File: src/sv/analog_control_to_midi_encoder_macros.svh
// Assertion helpers used by the encoder top level.
`ifndef ANALOG_CONTROL_TO_MIDI_ENCODER_MACROS_SVH
`define ANALOG_CONTROL_TO_MIDI_ENCODER_MACROS_SVH

// Same-cycle implication, checked out of reset.
`define ACTM_ASSERT_IMP(lbl, clk, rst_n, ante, cons) \
    lbl: assert property (@(posedge clk) disable iff (!(rst_n)) (ante) |-> (cons)) \
        else $error("same-cycle check failed");

// Next-cycle implication, checked out of reset.
`define ACTM_ASSERT_NXT(lbl, clk, rst_n, ante, cons) \
    lbl: assert property (@(posedge clk) disable iff (!(rst_n)) (ante) |=> (cons)) \
        else $error("next-cycle check failed");

`endif

File: src/sv/actm_pkg.sv
package actm_pkg;

    localparam int NUM_CONTROLS = 64;
    localparam int AW = (NUM_CONTROLS > 1) ? $clog2(NUM_CONTROLS) : 1;
    localparam int VAL_W = 15;

    localparam logic [2:0] KIND_CC     = 3'd0;
    localparam logic [2:0] KIND_NOTE   = 3'd1;
    localparam logic [2:0] KIND_NRPN7  = 3'd2;
    localparam logic [2:0] KIND_NRPN14 = 3'd3;
    localparam logic [2:0] KIND_BEND   = 3'd4;
    localparam logic [2:0] KIND_CC14   = 3'd5;

    localparam logic [1:0] MSG_CC   = 2'd0;
    localparam logic [1:0] MSG_NOTE = 2'd1;
    localparam logic [1:0] MSG_BEND = 2'd2;

    localparam logic [6:0] CC_NRPN_MSB   = 7'd99;
    localparam logic [6:0] CC_NRPN_LSB   = 7'd98;
    localparam logic [6:0] CC_DATA_MSB   = 7'd6;
    localparam logic [6:0] CC_DATA_LSB   = 7'd38;
    localparam logic [6:0] CC14_OFFSET   = 7'd32;
    localparam logic [6:0] CC14_LIMIT    = 7'd96;

    typedef struct packed {
        logic        invert_output;
        logic [3:0]  midi_channel;
        logic [13:0] upper_limit;
        logic [13:0] lower_limit;
        logic [13:0] midi_number;
        logic [2:0]  ctrl_type;
        logic [15:0] raw_value;
        logic [5:0]  analog_id;
    } t_in;

    typedef struct packed {
        logic ld_a;
        logic ld_b;
    } t_scale_ctl;

    typedef struct packed {
        logic [13:0] value;
        logic [13:0] num;
        logic        drop;
    } t_scale_out;

endpackage

File: src/sv/analog_control_to_midi_encoder.sv
// Channel   | Direction | Ports               | Payload
// control   | in        | i_s_axis_*          | reading and settings of one control
// message   | out       | o_m_axis_*          | one MIDI message, tlast on the final one
//
// An accepted request passes through the multiply, divide and compare-and-write-back states,
// then loads one message per cycle while the output register is free; a new request is
// taken only once the block is back in the idle state.
// Reset is synchronous, active low, and marks every stored value as never sent.
// A stalled message stays in the output register; the next request can be taken
// while the final message of the previous one still waits.
`include "analog_control_to_midi_encoder_macros.svh"

module analog_control_to_midi_encoder (
    input  logic        i_clk,
    input  logic        i_rst_n,
    input  logic        i_s_axis_tvalid,
    output logic        o_s_axis_tready,
    // analog_id[5:0], raw_value[21:6], midi_number[35:22], lower_limit[49:36],
    // upper_limit[63:50], midi_channel[67:64], invert_output[68], zeros[71:69]
    input  logic [71:0] i_s_axis_tdata,
    // ctrl_type[2:0]
    input  logic [2:0]  i_s_axis_tuser,
    output logic        o_m_axis_tvalid,
    input  logic        i_m_axis_tready,
    // msg_number[6:0], msg_value[20:7], msg_channel[24:21], zeros[31:25]
    output logic [31:0] o_m_axis_tdata,
    // msg_kind[1:0]
    output logic [1:0]  o_m_axis_tuser,
    output logic        o_m_axis_tlast
);

    import actm_pkg::*;

    localparam logic [2:0] S_IDLE = 3'd0;
    localparam logic [2:0] S_MUL  = 3'd1;
    localparam logic [2:0] S_DIV  = 3'd2;
    localparam logic [2:0] S_CMP  = 3'd3;
    localparam logic [2:0] S_OUT  = 3'd4;

    typedef struct packed {
        logic [1:0]  kind;
        logic [6:0]  number;
        logic [13:0] value;
    } t_msg;

    function automatic logic [2:0] msg_count(input logic [2:0] kind, input logic [13:0] num);
        logic [2:0] n;
        case (kind)
            KIND_CC:     n = 3'd1;
            KIND_NOTE:   n = 3'd1;
            KIND_NRPN7:  n = 3'd3;
            KIND_NRPN14: n = 3'd4;
            KIND_BEND:   n = 3'd1;
            KIND_CC14:   n = (num[6:0] < CC14_LIMIT) ? 3'd2 : 3'd0;
            default:     n = 3'd0;
        endcase
        return n;
    endfunction

    function automatic t_msg build_msg(input logic [2:0] kind, input logic [1:0] idx,
                                       input logic [13:0] num, input logic [13:0] value);
        t_msg m;
        m = '0;
        case (kind)
            KIND_CC: begin
                m = '{MSG_CC, num[6:0], value};
            end
            KIND_NOTE: begin
                m = '{MSG_NOTE, num[6:0], value};
            end
            KIND_NRPN7: begin
                case (idx)
                    2'd0:    m = '{MSG_CC, CC_NRPN_MSB, {7'd0, num[13:7]}};
                    2'd1:    m = '{MSG_CC, CC_NRPN_LSB, {7'd0, num[6:0]}};
                    default: m = '{MSG_CC, CC_DATA_MSB, value};
                endcase
            end
            KIND_NRPN14: begin
                case (idx)
                    2'd0:    m = '{MSG_CC, CC_NRPN_MSB, {7'd0, num[13:7]}};
                    2'd1:    m = '{MSG_CC, CC_NRPN_LSB, {7'd0, num[6:0]}};
                    2'd2:    m = '{MSG_CC, CC_DATA_MSB, {7'd0, value[13:7]}};
                    default: m = '{MSG_CC, CC_DATA_LSB, {7'd0, value[6:0]}};
                endcase
            end
            KIND_BEND: begin
                m = '{MSG_BEND, 7'd0, value};
            end
            KIND_CC14: begin
                case (idx)
                    2'd0:    m = '{MSG_CC, num[6:0], {7'd0, value[13:7]}};
                    default: m = '{MSG_CC, num[6:0] + CC14_OFFSET, {7'd0, value[6:0]}};
                endcase
            end
            default: begin
                m = '0;
            end
        endcase
        return m;
    endfunction

    logic [2:0]              r_state;
    logic [2:0]              n_state;
    t_in                     r_in;
    logic [NUM_CONTROLS-1:0] r_vld;
    logic                    r_hit;
    logic [2:0]              r_cnt;
    logic [1:0]              r_idx;
    logic                    r_out_valid;
    t_msg                    r_out_msg;
    logic [3:0]              r_out_ch;
    logic                    r_out_last;

    logic                    in_acc;
    logic [AW-1:0]           rd_addr;
    logic [AW-1:0]           wr_addr;
    logic [VAL_W-1:0]        rd_data;
    logic [VAL_W-1:0]        last_val;
    logic [VAL_W-1:0]        new_val;
    logic                    changed;
    logic                    ram_we;
    logic [2:0]              cnt;
    logic                    out_free;
    logic                    msg_last;
    t_msg                    msg;
    t_scale_ctl              scale_ctl;
    t_scale_out              scale_res;

    assign o_s_axis_tready = (r_state == S_IDLE);
    assign in_acc          = i_s_axis_tvalid && o_s_axis_tready;
    assign rd_addr         = i_s_axis_tdata[AW-1:0];
    assign wr_addr         = r_in.analog_id[AW-1:0];

    assign scale_ctl.ld_a = (r_state == S_MUL);
    assign scale_ctl.ld_b = (r_state == S_DIV);

    actm_scale u_scale (
        .i_clk  (i_clk),
        .i_item (r_in),
        .i_ctl  (scale_ctl),
        .o_res  (scale_res)
    );

    actm_ram #(
        .WIDTH (VAL_W),
        .DEPTH (NUM_CONTROLS)
    ) u_last_ram (
        .i_clk   (i_clk),
        .i_we    (ram_we),
        .i_waddr (wr_addr),
        .i_wdata (new_val),
        .i_re    (in_acc),
        .i_raddr (rd_addr),
        .o_rdata (rd_data)
    );

    // An entry never written since reset reads as all ones.
    always_comb begin
        last_val = r_hit ? rd_data : '1;
        new_val  = {1'b0, scale_res.value};
        changed  = new_val != last_val;
        ram_we   = (r_state == S_CMP) && !scale_res.drop && changed;
        cnt      = msg_count(r_in.ctrl_type, scale_res.num);
        out_free = !r_out_valid || i_m_axis_tready;
        msg_last = ({1'b0, r_idx} + 3'd1) == r_cnt;
        msg      = build_msg(r_in.ctrl_type, r_idx, scale_res.num, scale_res.value);
    end

    always_comb begin
        n_state = r_state;
        case (r_state)
            S_IDLE: if (in_acc) n_state = S_MUL;
            S_MUL:  n_state = S_DIV;
            S_DIV:  n_state = S_CMP;
            S_CMP:  n_state = (ram_we && (cnt != 3'd0)) ? S_OUT : S_IDLE;
            S_OUT:  if (out_free && msg_last) n_state = S_IDLE;
            default: n_state = S_IDLE;
        endcase
    end

    always_ff @(posedge i_clk) begin
        if (!i_rst_n) begin
            r_state     <= S_IDLE;
            r_vld       <= '0;
            r_out_valid <= 1'b0;
            r_cnt       <= 3'd0;
            r_idx       <= 2'd0;
        end else begin
            r_state <= n_state;
            if (ram_we) begin
                r_vld[wr_addr] <= 1'b1;
            end
            if (r_state == S_CMP) begin
                r_cnt <= cnt;
                r_idx <= 2'd0;
            end else if ((r_state == S_OUT) && out_free) begin
                r_idx <= r_idx + 2'd1;
            end
            if ((r_state == S_OUT) && out_free) begin
                r_out_valid <= 1'b1;
            end else if (i_m_axis_tready) begin
                r_out_valid <= 1'b0;
            end
        end
    end

    // The channel is held with the message, since the next request may overwrite r_in.
    always_ff @(posedge i_clk) begin
        if (in_acc) begin
            r_in  <= {i_s_axis_tdata[68:22], i_s_axis_tuser, i_s_axis_tdata[21:0]};
            r_hit <= r_vld[rd_addr];
        end
        if ((r_state == S_OUT) && out_free) begin
            r_out_msg  <= msg;
            r_out_ch   <= r_in.midi_channel;
            r_out_last <= msg_last;
        end
    end

    assign o_m_axis_tvalid = r_out_valid;
    assign o_m_axis_tdata  = {7'd0, r_out_ch, r_out_msg.value, r_out_msg.number};
    assign o_m_axis_tuser  = r_out_msg.kind;
    assign o_m_axis_tlast  = r_out_last;

    `ACTM_ASSERT_IMP(a_out_count, i_clk, i_rst_n, r_state == S_OUT, ({1'b0, r_idx} < r_cnt))
    `ACTM_ASSERT_IMP(a_write_in_cmp, i_clk, i_rst_n, ram_we, (r_state == S_CMP) && changed)
    `ACTM_ASSERT_NXT(a_last_ends_run, i_clk, i_rst_n, (r_state == S_OUT) && out_free && msg_last,
                     (r_state == S_IDLE) && o_m_axis_tlast)
    `ACTM_ASSERT_NXT(a_written_valid, i_clk, i_rst_n, ram_we, r_vld[$past(wr_addr)])

endmodule

File: src/sv/actm_ram.sv
module actm_ram #(
    parameter int WIDTH = 15,
    parameter int DEPTH = 64
) (
    input  logic                                         i_clk,
    input  logic                                         i_we,
    input  logic [((DEPTH > 1) ? $clog2(DEPTH) : 1)-1:0] i_waddr,
    input  logic [WIDTH-1:0]                             i_wdata,
    input  logic                                         i_re,
    input  logic [((DEPTH > 1) ? $clog2(DEPTH) : 1)-1:0] i_raddr,
    output logic [WIDTH-1:0]                             o_rdata
);

    logic [WIDTH-1:0] r_mem [DEPTH];
    logic [WIDTH-1:0] r_rdata;

    always_ff @(posedge i_clk) begin
        if (i_we) begin
            r_mem[i_waddr] <= i_wdata;
        end
        if (i_re) begin
            r_rdata <= r_mem[i_raddr];
        end
    end

    assign o_rdata = r_rdata;

endmodule

File: src/sv/actm_scale.sv
module actm_scale (
    input  logic                   i_clk,
    input  actm_pkg::t_in          i_item,
    input  actm_pkg::t_scale_ctl   i_ctl,
    output actm_pkg::t_scale_out   o_res
);

    import actm_pkg::*;

    // Quotient by 2^k - 1 for operands up to (2^k - 1)^2.
    function automatic logic [13:0] div_span(input logic [27:0] x, input logic wide);
        logic [28:0] s14;
        logic [14:0] s7;
        s14 = {1'b0, x} + {15'd0, x[27:14]} + 29'd1;
        s7  = {1'b0, x[13:0]} + {8'd0, x[13:7]} + 15'd1;
        return wide ? s14[27:14] : {7'd0, s7[13:7]};
    endfunction

    logic        wide;
    logic [13:0] num_m;
    logic [13:0] lower_m;
    logic [13:0] upper_m;
    logic        over;
    logic        swap;
    logic [13:0] lo;
    logic [13:0] diff;
    logic        unknown;
    logic        bad_id;

    logic [27:0] r_prod;
    logic [13:0] r_lo;
    logic [14:0] r_sum;
    logic        r_refl;
    logic        r_wide;
    logic        r_drop_a;
    logic [13:0] r_num_a;

    logic [13:0] q;
    logic [14:0] v_add;
    logic [14:0] v_ref;
    logic [13:0] n_value;
    t_scale_out  r_res;

    always_comb begin
        wide    = (i_item.ctrl_type == KIND_NRPN14) || (i_item.ctrl_type == KIND_BEND)
                  || (i_item.ctrl_type == KIND_CC14);
        num_m   = wide ? i_item.midi_number : {7'd0, i_item.midi_number[6:0]};
        lower_m = wide ? i_item.lower_limit : {7'd0, i_item.lower_limit[6:0]};
        upper_m = wide ? i_item.upper_limit : {7'd0, i_item.upper_limit[6:0]};
        over    = wide ? (|i_item.raw_value[15:14]) : (|i_item.raw_value[15:7]);
        swap    = lower_m > upper_m;
        lo      = swap ? upper_m : lower_m;
        diff    = swap ? (lower_m - upper_m) : (upper_m - lower_m);
        unknown = i_item.ctrl_type > KIND_CC14;
        bad_id  = int'(i_item.analog_id) >= NUM_CONTROLS;
    end

    // First stage: the one multiplication.
    always_ff @(posedge i_clk) begin
        if (i_ctl.ld_a) begin
            r_prod   <= i_item.raw_value[13:0] * diff;
            r_lo     <= lo;
            r_sum    <= {1'b0, lower_m} + {1'b0, upper_m};
            r_refl   <= i_item.invert_output ^ swap;
            r_wide   <= wide;
            r_drop_a <= over || unknown || bad_id;
            r_num_a  <= num_m;
        end
    end

    // Second stage: divide by the full-scale reading, offset and reflect.
    always_comb begin
        q       = div_span(r_prod, r_wide);
        v_add   = {1'b0, r_lo} + {1'b0, q};
        v_ref   = r_sum - v_add;
        n_value = r_refl ? v_ref[13:0] : v_add[13:0];
    end

    always_ff @(posedge i_clk) begin
        if (i_ctl.ld_b) begin
            r_res.value <= n_value;
            r_res.num   <= r_num_a;
            r_res.drop  <= r_drop_a;
        end
    end

    assign o_res = r_res;

endmodule

File: config.mk
export PLATFORM = sky130hd
export DESIGN_NAME = analog_control_to_midi_encoder
export DESIGN_NICKNAME = d
export VERILOG_FILES = /design/src/sv/actm_pkg.sv /design/src/sv/analog_control_to_midi_encoder.sv /design/src/sv/actm_ram.sv /design/src/sv/actm_scale.sv
export VERILOG_INCLUDE_DIRS = /design/src /design/src/sv
export SDC_FILE = /design/constraint.sdc
export NUM_CORES = 2
export LEC_CHECK = 0
export BUFFER_PORTS_ARGS = -buffer_cell sky130_fd_sc_hd__buf_2
export CORE_ASPECT_RATIO = 0.6
export CORE_MARGIN = 1.5
export CORE_UTILIZATION = 36
export CTS_CLUSTER_DIAMETER = 120
export DETAILED_ROUTE_END_ITERATION = 10
export HOLD_SLACK_MARGIN = 0.15
export PLACE_DENSITY = 0.56
export SLEW_MARGIN = 5
export SYNTH_ARGS = -nofsm -noshare
export SYNTH_HDL_FRONTEND = slang
export SYNTH_SLANG_ARGS = --single-unit
File: constraint.sdc
create_clock -name i_clk -period 13.2 [get_ports i_clk]
set_input_delay 1.32 -clock i_clk [delete_from_list [all_inputs] [get_ports i_clk]]
set_output_delay 1.32 -clock i_clk [all_outputs]
set_load 0.01 [all_outputs]
# Word-level counts from Yosys, hierarchy flattened
# Memory sizes are Yosys's and may differ from the RTL's. A register that Yosys moved wholly into a read port is not among the register bits.
# Cells that the tools add are included.
word_totals:
  ff_bits: 291
  ram_bits: 896
  in_bits: 79
  mem_count: 1
mem_list:
  columns: ["name", "words", "word_bits", "rd", "rd_ports_with_merged_regs", "write_ports", "line_no", "text"]
  rows:
  - ["u_last_ram.r_mem", 64, 14, 1, 1, 1, "actm_ram.sv:14", "logic [WIDTH-1:0] r_mem [DEPTH];"]
classes:
  n_addsub: 12
  n_mul: 1
  magnitude_cmp: 6
  eq_ne: 15
  muxes: 26
  bitwise_logic: 3
  reduce_logical: 23
op_table:
  columns: ["op", "n"]
  rows:
  - ["23-bit case mux with 6 select lines", 1]
  - ["14-bit 2-to-1 mux", 6]
  - ["64-bit bitwise OR", 1]
  - ["21-bit case mux with 3 select lines", 1]
  - ["21-bit case mux with 2 select lines", 1]
  - ["14-bit subtractor", 3]
  - ["14-bit adder", 2]
  - ["28-bit by 1-bit adder with 28-bit output, second input constant", 1]
  - ["28-bit by 14-bit adder with 28-bit output", 1]
  - ["14-bit by 14-bit multiplier with 28-bit output", 1]
  - ["21-bit 2-to-1 mux", 1]
  - ["15-bit 2-to-1 mux", 1]
  - ["14-bit by 15-bit inequality test with 1-bit output", 1]
  - ["3-bit case mux with 5 select lines", 1]
  - ["14-bit by 1-bit adder with 14-bit output, second input constant", 1]
  - ["14-bit by 7-bit adder with 14-bit output", 1]
  - ["14-bit greater-than comparator", 1]
  - ["6-bit by 7-bit < comparator with 1-bit output, second input constant", 2]
  - ["3-bit by 2-bit == test with 1-bit output, second input constant", 4]
  - ["3-bit case mux with 4 select lines", 1]
  - ["3-bit == test, second input constant", 3]
  - ["3-bit 2-to-1 mux", 3]
  - ["9-bit OR reduction", 1]
  - ["7-bit by 6-bit adder with 7-bit output, second input constant", 1]
  - ["other kinds (27)", 46]

# Logic depth before layout (Yosys ltp)
depth:
  depth_word: 7
  mapped_depth: 41
  depth_no_buf: 37

# Modules after synthesis
# Synthesis repeated with hierarchy kept, for this count alone.
hier_totals:
  hier_cells: 3842
  area_unflattened_um2: 59553.4
modules_own_cells:
  columns: ["mod", "n_inst", "cells_per_inst", "area_per_inst_um2"]
  rows:
  - ["actm_ram", 1, 1638, 37339.6]
  - ["actm_scale", 1, 1634, 15072.0]
  - ["analog_control_to_midi_encoder", 1, 570, 7141.8]

# Least setup slack after synthesis
# OpenSTA, ideal clock, no wires.
synth_timing:
  kind: "register to register"
  from: "register r_in[24] (netlist name)"
  to: "register u_scale.r_prod[27], data pin"
  setup_time_ns: 0.260
  arrival_time_ns: 9.159
  t_required_ns: 12.940
  path_slack_ns: 3.781
  stages_incl_launch_ff: 38
  period_less_slack_ns: 9.419
  path_cell_list: "edfxtp_1 > clkinv_1 > o21ai_0 > clkbuf_1 > nand2_1 > ha_1 > buf_2 > and3_4 > nand3_2 > or4_4 > nand2_1 > o21ba_1 > buf_6 > nor2_8 > mux2i_1 > xnor2_1 > clkbuf_1 > and2_1 > [2 not listed] > fa_1 > inv_1 > fa_1 > fa_1 > fa_1 > inv_1 > fa_1 > inv_1 > ha_1 > a21o_1 > a21o_1 > a221oi_1 > o21ai_0 > o311ai_0 > a31oi_1 > a221o_1 > a21oi_1 > xnor2_1"
synth_via:
  elab_chain_len: 7
  elab_cells_between_ends: 12
  classes_between: "add/sub (2); mul (1); order compare (1); eq/ne (3); mux (3); reduce/logical (2)"
synth_lines:
  columns: ["element", "line_no", "text"]
  rows:
  - ["from (decl)", "analog_control_to_midi_encoder.sv:104", "t_in r_in;"]
  - ["from (signal assigned)", "analog_control_to_midi_encoder.sv:210", "r_in <= {i_s_axis_tdata[68:22], i_s_axis_tuser, i_s_axis_tdata[21:0]};"]
  - ["3-bit by 2-bit == test with 1-bit output or 3-bit == test (tied branches)", "actm_scale.sv:45", "wide = (i_item.ctrl_type == KIND_NRPN14) || (i_item.ctrl_type == KIND_BEND)"]
  - ["1-bit logical OR", "actm_scale.sv:45", null]
  - ["1-bit logical OR *", "actm_scale.sv:46", "|| (i_item.ctrl_type == KIND_CC14);"]
  - ["14-bit 2-to-1 mux (on tied branches)", "actm_scale.sv:49, actm_scale.sv:48", null]
  - ["14-bit subtractor or 14-bit greater-than comparator (tied branches)", "actm_scale.sv:53, actm_scale.sv:51", null]
  - ["14-bit 2-to-1 mux *", "actm_scale.sv:53", "diff = swap ? (lower_m - upper_m) : (upper_m - lower_m);"]
  - ["14-bit by 14-bit multiplier with 28-bit output *", "actm_scale.sv:61", "r_prod <= i_item.raw_value[13:0] * diff;"]
  - ["to (signal assigned)", "actm_scale.sv:61", null]
  - ["to (decl)", "actm_scale.sv:30", "logic [27:0] r_prod;"]
# Mark *: on every way between the ends. The rest lies on a longest branch, timed or not.
# A chain may end at the register's enable or synchronous reset.

# Final worst setup path
# Ends and elaborated chain as after synthesis.

==> summary.md <==
| Metric | Value |
|---|---|
| Die Width | 507 um |
| TritonCTS Buffers | 107 |
| Largest net degree at the start of global routing | 123 |
| Worst reg2reg path depth | 31 |
| Portion of the post-synthesis area used by sequential elements | 0.635 |
| Remaining DRCs | 0 |
| Floorplan die area | 155000 um2 |
| CTS Hold Buffers Added | 0 |
| Layout Area Growth over Synthesis | 13.2% |
| Slowest Stage Delay on Critical Path | 890 ps |
| Worst path top cell family by delay | adder cells |
| Synthesis Warnings | 0 |
| Final core utilization | 0.413 |
| Reg-to-Reg End | u_scale.r_prod[27] |
| Final setup viols | 0 |
| Resized Gates After CTS | 0 |
| Startpoint of the worst-slack reg-to-reg timing path | r_in[24] |
| Final period demand of the worst path | 11670 ps |
| Worst slew margin | 0.171 |
| First-pass GRT wire length | 202 mm |
| Hold Startpoint | u_scale.r_num_a[6] |
| Type of element launching the critical path | flip-flop |
| Share of flip-flops with an asynchronous set or reset | 0 |
| Global-route usage over all layers | 0.179 |
| Count leader, synth | edfxtp_1 |
| Average routed wire per standard cell | 25.1 um |
| RSZ-0062 raised after global routing | no |
| Number of buffers added on ports | 105 |
| Core Rows | 110 |
| First DRT Iteration DRCs | 3471 |
| WL final | 139 mm |
| Met3 routing resource usage after global routing | 0.0323 |
| Synthesized netlist cell count | 3268 |
| Placeable core region | 151000 um2 |
| Die height | 306 um |
| Met2 GRT Util | 0.233 |
| Count of clock tree sinks | 1186 |
| Routed via count divided by cell count | 5.28 |
| Num ports | 116 |
| Depth of the CTS H-tree | 3 |
| Max Transition Viols Final | 0 |
| Longest Clk Path Bufs | 3 |
| Hold Vio Cnt, Final | 0 |
| Number of cells on the worst hold path | 0 |
| Root buffer selected by CTS | clkbuf_16 |
| Ranking of synthesized cells by area | edfxtp_1, mux4_2, fa_1 |
| Cell types with the highest counts after synthesis | edfxtp_1, mux4_2, inv_1 |
| Number of antenna violations at the first check in global routing | 10 |
| Total number of vias | 29399 |
| Achievable frequency | 85.7 MHz |
| GR Util met1 | 0.306 |
| Placed Cells incl. Taps | 5361 |
| Number of enable-type register cells in the synthesized netlist | 1113 |
| HPWL after detailed placement | 90.9 mm |
| Number of global-route vias before repair | 28504 |
| Post-CTS clock slew at the launch and capture registers of the worst setup and hold paths | 70 ps |
| Final setup skew | 80.4 ps |
| Post-synthesis cell type with the largest combined area | edfxtp_1 |
| Result of the run | finished, final reports clean |
| Worst path bufs/invs | 4 |
| TritonCTS clock tree | done |
| Pre-antenna DRT Iters | 5 |
| Final net count | 3863 |
| Prevailing post-synth register cell | edfxtp_1 |
| Total of flip-flops plus latches after synthesis | 1186 |
| Tightest hold margin | 414 ps |
| Crit Path Category | reg2reg |
| Element type at the critical path end | flip-flop |
| Final global-route overflow total | 0 |
| Post-Syn Area | 54900 um2 |
| Most frequent CP cell | fa_1 |
| Worst Hold Path EP | u_scale.o_res[7] |
| Buffers inserted during post-CTS setup optimization | 0 |
| Portion of synthesized cell area occupied by the leading cell type | 0.609 |
| Share of cells above drive strength 1 | 0.204 |
| Count of placed standard cells in the final layout, fillers left out | 5566 |
| Total negative setup slack | 0 ps |
| Clk Latency, worst-skew pair | 760 ps |
| Antenna-violating nets left | 0 |
| Master of the slowest instance on the critical path | xor2_1 |
| Layer with the highest usage after global routing | met1 |
| # Max-Cap Violations | 0 |
| Initial standard-cell utilization of the core | 0.364 |
| Tightest Hold Check Type | reg2reg |
| Transition at the pin with the smallest max-transition slack | 1210 ps |
| CP Data Arrival Time | 12120 ps |
| Unique cell type count in the Yosys netlist | 73 |
| Critical path required time | 13650 ps |
| Synth Area per Inst | 16.8 um2 |
| Share of the clock period used by the worst path after layout | 0.884 |
| Worst-path fanout max | 25 |
| RePlAce Congestion | 0.844 |
| Minimum setup slack among reg-to-reg paths | 1530 ps |
-- routing by layer --
layer / share of wire / wire (um) / vias to the layer above
met3: 0.079 / 11000 / 130
met4: 0.012 / 1640 / 0
met1: 0.51 / 71700 / 15432
met2: 0.39 / 55100 / 1050
met5: 0 / 0 / -
li1: - / - / 12787
-- flip-flops by register name (all words and copies together) (netlist names), 2 cells and up --
| signal | count |
|---|---|
| r_vld | 64 |
| o_m_axis_tuser | 2 |
| o_m_axis_tdata | 21 |
| r_cnt | 3 |
| r_out_ch | 4 |
| u_scale.r_sum | 14 |
| u_scale.r_lo | 14 |
| u_last_ram.o_rdata | 14 |
| r_in | 66 |
| u_scale.o_res | 29 |
| r_idx | 2 |
| u_scale.r_prod | 28 |
| u_scale.r_num_a | 14 |
| u_last_ram.r_mem | 896 |
| wr_addr | 6 |
| r_state | 3 |
-- area by class of cell --
type                            count  area (um2)
Fill cell                       13429       88500
Sequential cell                  1186       34900
Multi-Input combinational cell   1700       18600
Clock buffer                      125        2770
Tap cell                         2016        2520
Timing Repair Buffer              217        1390
Clock inverter                     79        1110
Inverter                          242         908
Antenna cell                        1        2.50
-- worst max path at each step --
| stage | startpoint | endpoint | slack (ps) | cells after the start |
|---|---|---|---|---|
| after global routing | r_in[24] | u_scale.r_prod[27] | 880 | 31 |
| after floorplan | r_in[24] | u_scale.r_prod[27] | 3780 | 37 |
| after global placement | r_in[24] | u_scale.r_prod[27] | 1840 | 31 |
| after detailed placement | r_in[24] | u_scale.r_prod[27] | 1720 | 31 |
| after CTS | r_in[24] | u_scale.r_prod[27] | 1610 | 31 |
| final | r_in[24] | u_scale.r_prod[27] | 1530 | 31 |
-- logic make-up after synthesis --
| family | synth area share |
|---|---|
| multiplexers | 0.132 |
| other | 0.0000683 |
| XOR/XNOR | 0.0174 |
| adder cells (fa/ha/maj) | 0.0951 |
| flip-flops | 0.635 |
| buffers and inverters | 0.0275 |
| AO/OA/AOI/OAI | 0.0422 |
| AND/OR/NAND/NOR | 0.0509 |
-- cell usage in the layout, fill, tap and decap left out, types with 28 or more instances in the layout --
cell type  instances
xor2_1            48
dfxtp_1           73
clkbuf_16        107
fa_1             146
buf_2            101
xnor2_1           57
o21a_1            81
edfxtp_1        1113
o21ai_0           73
nor3_1            28
and2_1           109
a21oi_1           75
nand2_1          209
mux4_2           315
buf_4            114
nor2_1           116
inv_1            240
ha_1             184
-- through the flow --
step                setup slack [ps]  area [um2]
floorplan                       3780       54900
global placement                1840       58300
detailed placement              1720       58300
CTS                             1610       62200
global route                     882       62200
finish                          1530       62200
Power is not shown: default switching activity piles up to over one toggle a cycle in this logic, so the estimate is an artifact.
